File: src/hw/rtl/pcrc_pkg.sv
package pcrc_pkg;

  localparam int MAX_LEN_DEF = 64;
  localparam int KEY_W = 16;
  localparam int CFG_IDX_W = 2;
  localparam int SQ_SIZE = 25;
  localparam logic [4:0] J_AS_I = 5'd8;

  localparam logic [CFG_IDX_W-1:0] CFG_DECRYPT = 2'd0;
  localparam logic [CFG_IDX_W-1:0] CFG_ALPHA   = 2'd1;
  localparam logic [CFG_IDX_W-1:0] CFG_KEY     = 2'd2;

  localparam logic [1:0] ST_OK      = 2'd0;
  localparam logic [1:0] ST_BADCHAR = 2'd1;
  localparam logic [1:0] ST_EVENKEY = 2'd2;
  localparam logic [1:0] ST_TOOLONG = 2'd3;

  localparam logic [7:0] ENG_SQ [SQ_SIZE] = '{
    8'h61, 8'h62, 8'h63, 8'h64, 8'h65, 8'h66, 8'h67, 8'h68, 8'h69, 8'h6b,
    8'h6c, 8'h6d, 8'h6e, 8'h6f, 8'h70, 8'h71, 8'h72, 8'h73, 8'h74, 8'h75,
    8'h76, 8'h77, 8'h78, 8'h79, 8'h7a
  };
  localparam logic [7:0] MATH_SQ [SQ_SIZE] = '{
    8'h30, 8'h31, 8'h32, 8'h33, 8'h34, 8'h35, 8'h36, 8'h37, 8'h38, 8'h39,
    8'h2b, 8'h2d, 8'h3d, 8'h2a, 8'h2f, 8'h28, 8'h29, 8'h20, 8'h2e, 8'h2c,
    8'h21, 8'h3c, 8'h3e, 8'h5b, 8'h5d
  };

  typedef struct packed {
    logic [7:0] in_char;
    logic       in_last;
  } in_item_t;

  typedef struct packed {
    logic [7:0] out_char;
    logic       out_last;
    logic [1:0] status;
  } out_item_t;

  typedef struct packed {
    logic       found;
    logic [4:0] idx;
  } sq_hit_t;

  typedef enum logic [2:0] {
    S_LOAD,
    S_MOD,
    S_SETP,
    S_RD0,
    S_RD,
    S_EMIT,
    S_ERR
  } ctrl_state_e;

  typedef struct packed {
    logic in_acc;
    logic mod_start;
    logic mod_step;
    logic set_ptr;
    logic rd_en;
    logic take_col;
    logic emit;
    logic emit_err;
  } pcrc_cmd_t;

  typedef struct packed {
    logic last_err;
    logic mod_done;
    logic out_free;
    logic emit_last;
  } pcrc_sts_t;

  function automatic sq_hit_t sq_index(input logic [7:0] ch, input logic sel);
    sq_hit_t hit;
    hit.found = 1'b0;
    hit.idx = '0;
    if (!sel && ch == 8'h6a) begin
      hit.found = 1'b1;
      hit.idx = J_AS_I;
    end
    for (int i = 0; i < SQ_SIZE; i++) begin
      if ((sel ? MATH_SQ[i] : ENG_SQ[i]) == ch) begin
        hit.found = 1'b1;
        hit.idx = 5'(i);
      end
    end
    return hit;
  endfunction

  // square index to {row, col}
  function automatic logic [5:0] sq_rc(input logic [4:0] idx);
    logic [2:0] row;
    logic [4:0] col;
    if (idx >= 5'd20)      row = 3'd4;
    else if (idx >= 5'd15) row = 3'd3;
    else if (idx >= 5'd10) row = 3'd2;
    else if (idx >= 5'd5)  row = 3'd1;
    else                   row = 3'd0;
    col = idx - {row, 2'b00} - 5'(row);
    return {row, col[2:0]};
  endfunction

  function automatic logic [7:0] sq_char(input logic sel, input logic [2:0] row,
                                         input logic [2:0] col);
    logic [4:0] idx;
    idx = {row, 2'b00} + 5'(row) + 5'(col);
    if (idx >= 5'(SQ_SIZE)) idx = '0;
    return sel ? MATH_SQ[idx] : ENG_SQ[idx];
  endfunction

endpackage

File: src/hw/rtl/pcrc_ctrl.sv
module pcrc_ctrl
  import pcrc_pkg::*;
(
  input  logic      clk_i,
  input  logic      rst_ni,
  input  logic      in_valid_i,
  input  logic      in_last_i,
  output logic      in_stall_o,
  input  pcrc_sts_t sts_i,
  output pcrc_cmd_t cmd_o
);

  ctrl_state_e state_q, state_d;

  always_ff @(posedge clk_i or negedge rst_ni) begin
    if (!rst_ni) begin
      state_q <= S_LOAD;
    end else begin
      state_q <= state_d;
    end
  end

  always_comb begin
    state_d = state_q;
    unique case (state_q)
      S_LOAD: begin
        if (in_valid_i && in_last_i) begin
          state_d = sts_i.last_err ? S_ERR : S_MOD;
        end
      end
      S_MOD: begin
        if (sts_i.mod_done) state_d = S_SETP;
      end
      S_SETP: state_d = S_RD0;
      S_RD0:  state_d = S_RD;
      S_RD:   state_d = S_EMIT;
      S_EMIT: begin
        if (sts_i.out_free && sts_i.emit_last) state_d = S_LOAD;
      end
      S_ERR: begin
        if (sts_i.out_free) state_d = S_LOAD;
      end
      default: state_d = S_LOAD;
    endcase
  end

  always_comb begin
    cmd_o = '0;
    in_stall_o = 1'b1;
    unique case (state_q)
      S_LOAD: begin
        in_stall_o = 1'b0;
        cmd_o.in_acc = in_valid_i;
        cmd_o.mod_start = in_valid_i && in_last_i && !sts_i.last_err;
      end
      S_MOD:  cmd_o.mod_step = 1'b1;
      S_SETP: cmd_o.set_ptr = 1'b1;
      S_RD0:  cmd_o.rd_en = 1'b1;
      S_RD: begin
        cmd_o.rd_en = 1'b1;
        cmd_o.take_col = 1'b1;
      end
      S_EMIT: begin
        cmd_o.emit = sts_i.out_free;
        cmd_o.rd_en = sts_i.out_free && !sts_i.emit_last;
      end
      S_ERR:  cmd_o.emit_err = sts_i.out_free;
      default: cmd_o = '0;
    endcase
  end

endmodule

File: src/hw/rtl/pcrc_dp.sv
module pcrc_dp
  import pcrc_pkg::*;
#(
  parameter int MAX_LEN = MAX_LEN_DEF
) (
  input  logic                 clk_i,
  input  logic                 rst_ni,
  input  in_item_t             in_item_i,
  input  logic                 cfg_we_i,
  input  logic [CFG_IDX_W-1:0] cfg_index_i,
  input  logic [KEY_W-1:0]     cfg_data_i,
  input  logic                 out_stall_i,
  output logic                 out_valid_o,
  output out_item_t            out_item_o,
  input  pcrc_cmd_t            cmd_i,
  output pcrc_sts_t            sts_o
);

  localparam int CW = $clog2(MAX_LEN + 1);
  localparam int AW = (MAX_LEN > 1) ? $clog2(MAX_LEN) : 1;
  localparam int NW = KEY_W - 1;
  localparam int SW = $clog2(NW);

  // configuration
  logic             decrypt_q, alpha_q;
  logic [KEY_W-1:0] key_q;

  always_ff @(posedge clk_i or negedge rst_ni) begin
    if (!rst_ni) begin
      decrypt_q <= 1'b0;
      alpha_q   <= 1'b0;
      key_q     <= KEY_W'(1);
    end else if (cfg_we_i) begin
      unique case (cfg_index_i)
        CFG_DECRYPT: decrypt_q <= cfg_data_i[0];
        CFG_ALPHA:   alpha_q   <= cfg_data_i[0];
        CFG_KEY:     key_q     <= cfg_data_i;
        default: ;
      endcase
    end
  end

  // message load
  logic [CW-1:0] count_q, count_d;
  logic          bad_q, bad_d, ovf_q, ovf_d;
  logic [1:0]    code_q, code;
  logic [CW-1:0] n_q;
  sq_hit_t       hit;
  logic          store_ok, bad_all, ovf_all, wr_en;
  logic [5:0]    wr_rc;

  assign hit      = sq_index(in_item_i.in_char, alpha_q);
  assign store_ok = count_q < CW'(MAX_LEN);
  assign bad_all  = bad_q | (store_ok & !hit.found);
  assign ovf_all  = ovf_q | !store_ok;
  assign wr_en    = cmd_i.in_acc && store_ok;
  // a character outside the square is kept as row 0, col 0
  assign wr_rc    = hit.found ? sq_rc(hit.idx) : 6'd0;

  always_comb begin
    if (!key_q[0])    code = ST_EVENKEY;
    else if (bad_all) code = ST_BADCHAR;
    else if (ovf_all) code = ST_TOOLONG;
    else              code = ST_OK;
  end

  always_comb begin
    count_d = count_q;
    bad_d   = bad_q;
    ovf_d   = ovf_q;
    if (cmd_i.in_acc) begin
      if (in_item_i.in_last) begin
        count_d = '0;
        bad_d   = 1'b0;
        ovf_d   = 1'b0;
      end else begin
        count_d = store_ok ? count_q + 1'b1 : count_q;
        bad_d   = bad_all;
        ovf_d   = ovf_all;
      end
    end
  end

  always_ff @(posedge clk_i or negedge rst_ni) begin
    if (!rst_ni) begin
      count_q <= '0;
      bad_q   <= 1'b0;
      ovf_q   <= 1'b0;
    end else begin
      count_q <= count_d;
      bad_q   <= bad_d;
      ovf_q   <= ovf_d;
    end
  end

  always_ff @(posedge clk_i) begin
    if (cmd_i.in_acc && in_item_i.in_last) begin
      code_q <= code;
      n_q    <= count_q + 1'b1;
    end
  end

  // coordinate memory, one {row, col} entry per character
  logic [5:0]    mem [MAX_LEN];
  logic [5:0]    rd_q;
  logic [AW-1:0] ptr_q;

  always_ff @(posedge clk_i) begin
    if (wr_en) mem[count_q[AW-1:0]] <= wr_rc;
  end

  always_ff @(posedge clk_i) begin
    if (cmd_i.rd_en) rd_q <= mem[ptr_q];
  end

  // key reduction: (key >> 1) mod n, one quotient bit per cycle
  logic [CW-1:0] rem_q;
  logic [NW-1:0] kbits_q;
  logic [SW-1:0] step_q;
  logic [CW:0]   trial;

  assign trial = {rem_q, kbits_q[NW-1]};

  always_ff @(posedge clk_i) begin
    if (cmd_i.mod_start) begin
      rem_q   <= '0;
      kbits_q <= key_q[KEY_W-1:1];
      step_q  <= '0;
    end else if (cmd_i.mod_step) begin
      rem_q   <= (trial >= {1'b0, n_q}) ? CW'(trial - {1'b0, n_q}) : trial[CW-1:0];
      kbits_q <= kbits_q << 1;
      step_q  <= step_q + 1'b1;
    end
  end

  // with an odd key every output pairs the column of one character with the
  // row of the next, so the walk starts at the character holding the first column
  logic [CW-1:0] remain_q;
  logic [2:0]    col_q;
  logic [CW-1:0] p0;
  logic [AW-1:0] ptr_next;

  assign p0       = decrypt_q ? n_q - 1'b1 - rem_q : rem_q;
  assign ptr_next = (CW'(ptr_q) == n_q - 1'b1) ? '0 : AW'(ptr_q + 1'b1);

  always_ff @(posedge clk_i) begin
    if (cmd_i.set_ptr) begin
      ptr_q    <= p0[AW-1:0];
      remain_q <= n_q;
    end else begin
      if (cmd_i.rd_en) ptr_q <= ptr_next;
      if (cmd_i.emit) remain_q <= remain_q - 1'b1;
    end
    if (cmd_i.take_col || cmd_i.emit) col_q <= rd_q[2:0];
  end

  // output register
  logic      out_valid_q;
  out_item_t out_q;

  always_ff @(posedge clk_i or negedge rst_ni) begin
    if (!rst_ni) begin
      out_valid_q <= 1'b0;
    end else if (cmd_i.emit || cmd_i.emit_err) begin
      out_valid_q <= 1'b1;
    end else if (!out_stall_i) begin
      out_valid_q <= 1'b0;
    end
  end

  // stored column becomes the new row, the next character's row the new column
  always_ff @(posedge clk_i) begin
    if (cmd_i.emit) begin
      out_q.out_char <= sq_char(alpha_q, col_q, rd_q[5:3]);
      out_q.out_last <= remain_q == CW'(1);
      out_q.status   <= ST_OK;
    end else if (cmd_i.emit_err) begin
      out_q.out_char <= '0;
      out_q.out_last <= 1'b1;
      out_q.status   <= code_q;
    end
  end

  assign out_valid_o = out_valid_q;
  assign out_item_o  = out_q;

  assign sts_o.last_err  = code != ST_OK;
  assign sts_o.mod_done  = step_q == SW'(NW - 1);
  assign sts_o.out_free  = !out_valid_q || !out_stall_i;
  assign sts_o.emit_last = remain_q == CW'(1);

  a_count_bound: assert property (@(posedge clk_i) disable iff (!rst_ni)
    count_q <= CW'(MAX_LEN))
    else $error("character count beyond maximum length");

  a_rem_bound: assert property (@(posedge clk_i) disable iff (!rst_ni)
    cmd_i.mod_step |-> rem_q < n_q)
    else $error("key remainder not below message length");

  a_ptr_bound: assert property (@(posedge clk_i) disable iff (!rst_ni)
    cmd_i.rd_en |-> CW'(ptr_q) < n_q)
    else $error("coordinate read outside the message");

  a_emit_remain: assert property (@(posedge clk_i) disable iff (!rst_ni)
    cmd_i.emit |-> remain_q != '0)
    else $error("result emitted past the end of the message");

  a_emit_excl: assert property (@(posedge clk_i) disable iff (!rst_ni)
    cmd_i.emit_err |-> !cmd_i.emit && !cmd_i.rd_en)
    else $error("error result overlaps normal emit");

endmodule

File: src/hw/rtl/polybius_coordinate_rotation_cipher.sv
// Polybius coordinate rotation cipher. Characters load one per cycle while
// in_stall_o is low; each maps through the selected 5x5 square to a row and
// column kept in a coordinate memory of MAX_LEN entries. After the item marked
// last the block stalls its input: a bit-serial divider reduces key >> 1
// modulo the message length, the states S_SETP, S_RD0 and S_RD set up the read
// walk, then one result leaves per cycle while the output is not stalled (the
// memory read port sets that pace). An error message (even key, bad character,
// too long) gives one result from the S_ERR state once the output register is
// free. The output register lets the next message start loading while the
// final result still waits. Registers: 0 decrypt mode, 1 alphabet select, 2
// shift key; write them only while the block is idle.
module polybius_coordinate_rotation_cipher
  import pcrc_pkg::*;
#(
  parameter int MAX_LEN = MAX_LEN_DEF
) (
  input  logic                 clk_i,
  input  logic                 rst_ni,
  input  logic                 in_valid_i,
  output logic                 in_stall_o,
  input  in_item_t             in_item_i,
  output logic                 out_valid_o,
  input  logic                 out_stall_i,
  output out_item_t            out_item_o,
  input  logic                 cfg_valid_i,
  output logic                 cfg_ready_o,
  input  logic [CFG_IDX_W-1:0] cfg_index_i,
  input  logic [KEY_W-1:0]     cfg_data_i
);

  pcrc_cmd_t cmd;
  pcrc_sts_t sts;

  assign cfg_ready_o = 1'b1;

  pcrc_ctrl u_ctrl (
    .clk_i      (clk_i),
    .rst_ni     (rst_ni),
    .in_valid_i (in_valid_i),
    .in_last_i  (in_item_i.in_last),
    .in_stall_o (in_stall_o),
    .sts_i      (sts),
    .cmd_o      (cmd)
  );

  pcrc_dp #(
    .MAX_LEN (MAX_LEN)
  ) u_dp (
    .clk_i       (clk_i),
    .rst_ni      (rst_ni),
    .in_item_i   (in_item_i),
    .cfg_we_i    (cfg_valid_i && cfg_ready_o),
    .cfg_index_i (cfg_index_i),
    .cfg_data_i  (cfg_data_i),
    .out_stall_i (out_stall_i),
    .out_valid_o (out_valid_o),
    .out_item_o  (out_item_o),
    .cmd_i       (cmd),
    .sts_o       (sts)
  );

endmodule
File: config.mk
export PLATFORM = sky130hd
export DESIGN_NAME = polybius_coordinate_rotation_cipher
export DESIGN_NICKNAME = d
export VERILOG_FILES = /design/src/hw/rtl/pcrc_pkg.sv /design/src/hw/rtl/pcrc_ctrl.sv /design/src/hw/rtl/pcrc_dp.sv /design/src/hw/rtl/polybius_coordinate_rotation_cipher.sv
export SDC_FILE = /design/constraint.sdc
export NUM_CORES = 1
export LEC_CHECK = 0
export BUFFER_PORTS_ARGS = -buffer_cell sky130_fd_sc_hd__clkbuf_2
export CELL_PAD_IN_SITES_DETAIL_PLACEMENT = 0
export CELL_PAD_IN_SITES_GLOBAL_PLACEMENT = 2
export CORE_MARGIN = 8
export CORE_UTILIZATION = 40
export CTS_CLUSTER_DIAMETER = 150
export CTS_CLUSTER_SIZE = 14
export DETAILED_ROUTE_END_ITERATION = 6
export HOLD_SLACK_MARGIN = 0.08
export PLACE_DENSITY = 0.66
export SETUP_SLACK_MARGIN = 0.05
export SYNTH_ARGS = -nofsm -noshare
export SYNTH_HDL_FRONTEND = slang
export SYNTH_SLANG_ARGS = --single-unit
File: constraint.sdc
create_clock -name clk_i -period 14 [get_ports clk_i]
set_input_delay 1.4 -clock clk_i [delete_from_list [all_inputs] [get_ports clk_i]]
set_output_delay 1.4 -clock clk_i [all_outputs]
set_load 0.02 [all_outputs]
==> flow_summary.yaml, run 1 <==
floorplanning:
  rows: 85
  die_area_um2: 61790
  die_h_um: 248.6
  start_util_pct: 40.37
  ios: 46
  dieWidth_um: 248.6
  core_area_um2: 53600
synth:
  synth_fa_ha_area_share_pct: 2.371
  async_flop_share_pct: 6.432
  synthFlopType: "edfxtp_1"
  synth_xor_area_share_pct: 1.741
  yosys-top-cells-area: "edfxtp_1 61%, mux4_2 13%, dfrtp_1 3.5%"
  mappedNetlistArea_um2: 21640
  syn_inst: 1330
  syn-num-nets: 1400
  yosysTopAreaCellShare_pct: 60.79
  ys_warn_count: 0
  avgSynthCellArea_um2: 16.27
  synth_top_area_cell: "edfxtp_1"
  synth_cell_types: 76
  synth-seq-cells: 482
  synthSimpleGateAreaFrac_pct: 7.280
  synth_compound_area_share_pct: 5.008
  seq_area_frac_synth_pct: 65.58
  synthMuxAreaShare_pct: 15.57
  synth_top_family_by_area: "multiplexers"
  synth_edf_count: 438
drt:
  vias: 11510
  vias_per_cell: 5.577
  wl_per_cell_um: 23.68
  wirelength_mm: 48.85
  route.detailed.drc: 0
  first_iter_violations: 726
  drtPass1Iterations: 4
  ant_nets: 0
sta:
  setup_viol: 0
  min_period_ns: 5.235
  worst_slew_pin_slew_ns: 1.158
  rsz0062_at_grt: "no"
  hold_viol: 0
  fin_ws_ns: 8.765
  max_freq_mhz: 191.0
  finClkSkew_ns: 0.03296
  finalHoldWorstSlack_ns: 0.4249
  drv_slew: 0
  relSlewSlack_pct: 21.98
  fin_crit_sh_pct: 37.39
  finalSetupTns_ns: 0
clock_tree:
  post_cts_resized: 0
  cts-htree-levels: 2
  post_cts_buffers: 0
  clockBufferDepth: 3
  cts_inserted_buffers: 40
  ctsHoldBuffers: 0
  insertion_delay_ns: 0.59
  cts_root_buf: "clkbuf_16"
  cts_tree: "done"
  clock-sinks: 482
  clk_pin_slew_ns: 0.06
outcome:
  outcome: "finished clean"
job:
  drv_cap: 0
finish:
  final_cells: 2063
  nNetsFinal: 1424
  area_delta_synth_final_pct: 9.206
  seq_area_um2: 14190
  n_fill_cell: 4762
  multi_input_area_um2: 6972
  final_cell_area_um2: 23630
  drive_gt1_share_pct: 21.01
critical_path:
  worst_ep_required_time_ns: 14.28
  arrival_ns: 5.51
  regToRegSetupSlack_ns: 9.27
  critPathCaptureType: "flop"
  worstSetupPathType: "input port to flop"
  crit_fanout: 64
  startpoint_type: "input port"
place:
  hpwl_mm: 31.51
  gp_congestion: 0.8340
  io_buffers: 43
  dpl_cell_area_um2: 22530
  dp_cells: 2008
  pre_cts_ws_ns: 8.188
power_and_ir_drop:
  powerDensity_nw_per_um2: 201.5
  power.leakage_nw: 7.755
  ir_worst_vdd_mv: 0.1199
global_route:
  grt_max_degree: 68
  grt_pass1_vias: 11950
  grt_overflow: 0
  track_usage_pct: 15.77
  grt_first_pass_wirelength_mm: 75.71
  antenna_found_initial: 0
min_path:
  worst_hold_path_type: "flop to flop"
## cell families after synthesis
group | count (synthesis)
AO/OA/AOI/OAI | 163
AND/OR/NAND/NOR | 315
buffers and inverters | 116
multiplexers | 171
other | 2
adder cells (fa/ha/maj) | 38
XOR/XNOR | 43
flip-flops | 482
## layout make-up
class                           instances  share of cell area, %
Sequential cell                       482                  60.05
Multi-Input combinational cell        732                  29.50
Clock buffer                           51                  4.411
Tap cell                              696                  3.685
Timing Repair Buffer                   62                  1.514
Inverter                               36                 0.5719
Clock inverter                          3                 0.2489
Antenna cell                            1                0.01059
## per-stage QoR
step | total power [mW] | utilization [%]
after detailed placement | 3.800 | 42.02
final | 4.761 | 44.08
after global routing | 5.054 | 44.08
after global placement | 3.808 | 42.02
after floorplan | 3.248 | -
after CTS | 4.840 | 44.08
## metal layers
| layer | vias up | global-route usage [%] | wire, µm |
|---|---|---|---|
| met5 | - | 0 | 0 |
| met4 | 0 | 4.828 | 1182 |
| met3 | 63 | 2.629 | 1852 |
| met2 | 211 | 26.02 | 24100 |
| met1 | 5969 | 21.28 | 21710 |
| li1 | 5262 | - | - |
## Yosys cell counts (18+ instances only)
master,n
mux2_2,25
a21oi_1,36
mux4_2,126
nor2_1,120
inv_1,36
nor3_1,18
xor2_1,22
buf_1,18
ha_1,33
xnor2_1,21
edfxtp_1,438
o21ai_0,39
dfrtp_1,30
clkbuf_1,41
nand3_1,24
nand2_1,61
## power breakdown
group	internal (mW)	switching [mW]
Combinational	0.831	1.08
Sequential	1.72	0.108
Clock	0.525	0.499
Total	3.07	1.69
## flip-flops by register name, indices dropped and copies added, names as in the netlist, 2 cells and up
register         count
u_dp.mem           384
u_dp.key_q          16
u_dp.kbits_q        15
u_dp.out_item_o     10
u_dp.count_q         7
u_dp.n_q             7
u_dp.rem_q           7
u_dp.remain_q        7
u_dp.ptr_q           6
u_dp.rd_q            6
u_dp.step_q          4
u_ctrl.state_q       3
u_dp.col_q           3
u_dp.code_q          2
## worst paths after layout
kind,end,start,depth (start not counted)
max,u_dp.mem[16][2],in_item_i[2],14
min,u_dp.col_q[2],u_dp.rd_q[2],0
max reg2reg,u_dp.mem[16][2],u_dp.alpha_q,14
min reg2reg,u_dp.col_q[2],u_dp.rd_q[2],0
max in group asynchronous,u_ctrl.state_q[1],rst_ni,1
min in group asynchronous,u_dp.key_q[4],rst_ni,1
## worst max-delay path, cell delays in order
cell,delay [ns]
clkbuf_2,0.30
and3b_1,0.28
o2111ai_1,0.41
o221ai_2,0.20
nor3_1,0.35
nand4_1,0.16
a2111oi_2,0.68
nor2_1,0.09
ha_1,0.22
fa_1,0.40
xor2_1,0.18
xnor2_1,0.18
nor2_4,0.11
buf_4,0.48
## placed cells by master, fill, tap and decap left out, types with 5 or more instances in the layout
| cell type | count |
|---|---|
| dfrtp_1 | 30 |
| mux2_4 | 10 |
| nor3_1 | 18 |
| o21ai_0 | 39 |
| mux4_2 | 126 |
| o22ai_1 | 15 |
| or2_2 | 5 |
| nand2_1 | 60 |
| ha_1 | 33 |
| xnor2_1 | 21 |
| clkbuf_16 | 40 |
| clkbuf_2 | 43 |
| nor2b_1 | 13 |
| nand3b_1 | 8 |
| and3_1 | 5 |
| a211oi_1 | 9 |
| clkbuf_1 | 11 |
| o32ai_1 | 5 |
| fa_1 | 5 |
| a32o_1 | 5 |
| a21oi_1 | 36 |
| and2_1 | 6 |
| dfxtp_1 | 13 |
| nand3_1 | 24 |
| mux2i_1 | 10 |
| o211ai_1 | 5 |
| nand2b_1 | 14 |
| mux2_2 | 25 |
| nor2_1 | 116 |
| a31oi_1 | 5 |
| inv_1 | 36 |
| nor3b_1 | 7 |
| buf_4 | 19 |
| edfxtp_1 | 438 |
| xor2_1 | 22 |
No activity file was read; power rests on OpenSTA's default activity.
==> run 2: changes to the inputs <==
Settings changed: PLACE_DENSITY 0.66 to 0.69.
Clock period 14 ns to 4.4 ns, I/O delays scaled along.
==> run 2 against run 1 <==
Critical path depth fell by 1; worst setup slack lost 8.4 ns; wire length up 2.0%; final area grew 3.8%; flip-flop and latch count did not move; critical path type is now flop to flop; sequential power grew to 3.2 times the previous value; largest cell class unchanged; sequential share of layout area down 2.2 points; highest routed layer unchanged.
==> flow_summary.yaml, run 2 (synthesis gave the netlist of run 1 again) <==
finish:
  postLayoutCoreUtil_pct: 45.74
  final_common_cell: "edfxtp_1"
  num_antenna_cells: 0
  area_delta_synth_final_pct: 13.31
  drive_gt1_share_pct: 25.19
  largest_reg_flops: 384
  nNetsFinal: 1511
  layout_common_cells: "438 x edfxtp_1, 126 x mux4_2, 116 x nor2_1"
critical_path:
  critPathCaptureType: "flop"
  crit_fanout: 25
  worstSetupPathType: "flop to flop"
  worst_ep_required_time_ns: 4.67
  path_cells: "buf_12 > buf_4 > nor3b_1 > o21ai_1 > buf_4 > nor3b_1 > nor4_2 > buf_4 > and3_1 > and4b_1 > buf_12 > nand2b_1 > buf_4"
  startpoint_type: "flop"
  worst_path_max_delay_cell: "and3_1"
  cp_slowest_stage_delay_ns: 0.48
  crit_top_cell: "buf_4"
  arrival_ns: 4.28
drt:
  route.detailed.drc: 0
  ant_nets: 0
  wl_per_cell_um: 23.19
  vias_per_cell: 5.481
  drtPass1Iterations: 5
  first_iter_violations: 919
  vias: 11780
  wirelength_mm: 49.83
sta:
  relSlewSlack_pct: 28.70
  worst_slew_pin_slew_ns: 1.056
  finClkSkew_ns: 0.01271
  max_freq_mhz: 249.0
  drv_slew: 0
  hold_viol: 0
  rsz0062_at_grt: "no"
  fin_crit_sh_pct: 91.26
  min_period_ns: 4.015
  fin_ws_ns: 0.3846
  setup_viol: 0
floorplanning:
  core_area_um2: 53600
  dieWidth_um: 248.6
  die_h_um: 248.6
  ios: 46
  start_util_pct: 40.37
  rows: 85
  die_area_um2: 61790
clock_tree:
  clock-sinks: 482
  clockBufferDepth: 3
  cts-htree-levels: 2
  insertion_delay_ns: 0.58
  cts_root_buf: "clkbuf_16"
  clk_pin_slew_ns: 0.07
  cts_tree: "done"
  cts_inserted_buffers: 40
place:
  io_buffers: 43
  gp_congestion: 0.7999
  pre_cts_ws_ns: -0.3229
  hpwl_mm: 33.17
job:
  drv_cap: 0
power_and_ir_drop:
  powerDensity_nw_per_um2: 628.1
  power.leakage_nw: 8.233
  power_mw: 15.40
  ir_worst_vdd_mv: 0.4453
global_route:
  grt_pass1_vias: 12260
  grt_first_pass_wirelength_mm: 76.71
  track_usage_pct: 15.96
  grt_max_degree: 66
  antenna_found_initial: 0
  grt_overflow: 0
min_path:
  worst_hold_path_type: "input port to flop"
outcome:
  outcome: "finished clean"
[run 2: cell count changes in the layout (fill, tap and decap cells not counted), sizes merged]
| cell | change |
|---|---|
| buf | +74 |
| diode | -1 |
| dlygate4sd3 | +10 |
| nor2 | +3 |
[run 2: layout make-up]
cell class                      instances  area [µm²]
Timing Repair Buffer                  146        1189
Multi-Input combinational cell        735        7032
Inverter                               36       135.1
Sequential cell                       482       14190
Fill cell                            4680       29080
Clock buffer                           51        1042
Clock inverter                          3       58.81
Tap cell                              696       870.8
[run 2: report_power, final]
part           leakage, nW  switching [mW]  internal, mW
combinational         3.19            3.48          2.85
sequential            4.51           0.349          5.46
clock                0.532            1.59          1.67
[run 2: path summary, 6_finish.rpt]
| kind | slack (ns) | cells after the start | start | to |
|---|---|---|---|---|
| worst max-delay path | 0.38 | 13 | u_dp.alpha_q | u_dp.kbits_q[6] |
| worst min-delay path | 0.12 | 2 | cfg_data_i[15] | u_dp.key_q[15] |
| worst max register to register | 0.38 | 13 | u_dp.alpha_q | u_dp.kbits_q[6] |
| worst min register to register | 0.43 | 0 | u_dp.rd_q[2] | u_dp.col_q[2] |
| max in group asynchronous | 3.32 | 2 | rst_ni | u_ctrl.state_q[0] |
| min in group asynchronous | 0.53 | 2 | rst_ni | u_dp.decrypt_q |
[run 2: what timing repair did]
item                                    4_1_cts  5_1_grt
pin swaps                                     1        5
endpoints found under the hold margin        39        0
cloned                                        2        1
hold buffers                                 10        0
resized for setup                             3        3
setup buffers                                 0        5
endpoints found under the setup margin       64       64
[run 2: stage by stage]
step | instance area (µm²) | cells | hold slack, ns | setup TNS [ns]
2_1_floorplan | 21660 | 1330 | 0.1444 | 0
3_3_place_gp | 23160 | 2077 | 0.4129 | -15.45
3_5_place_dp | 23160 | 2077 | 0.4213 | -20.36
4_1_cts | 24390 | 2143 | 0.08194 | 0
5_1_grt | 24520 | 2149 | 0.1060 | 0
6_report | 24520 | 2149 | 0.1210 | 0
[run 2: worst max-delay path: cells and delay by family (launching register included)]
family / cells / cell delay (ns)
simple gates: 6 / 1.96
buf+inv: 6 / 1.14
flops: 1 / 0.41
compound gates: 1 / 0.15
[run 2: layer usage]
metal / GRT usage, % / up-vias / part of all wire (%)
li1: - / 5444 / -
met1: 21.37 / 6047 / 45
met5: 0 / - / 0
met2: 27.03 / 226 / 49
met3: 2.503 / 61 / 4.1
met4: 4.139 / 0 / 2.0
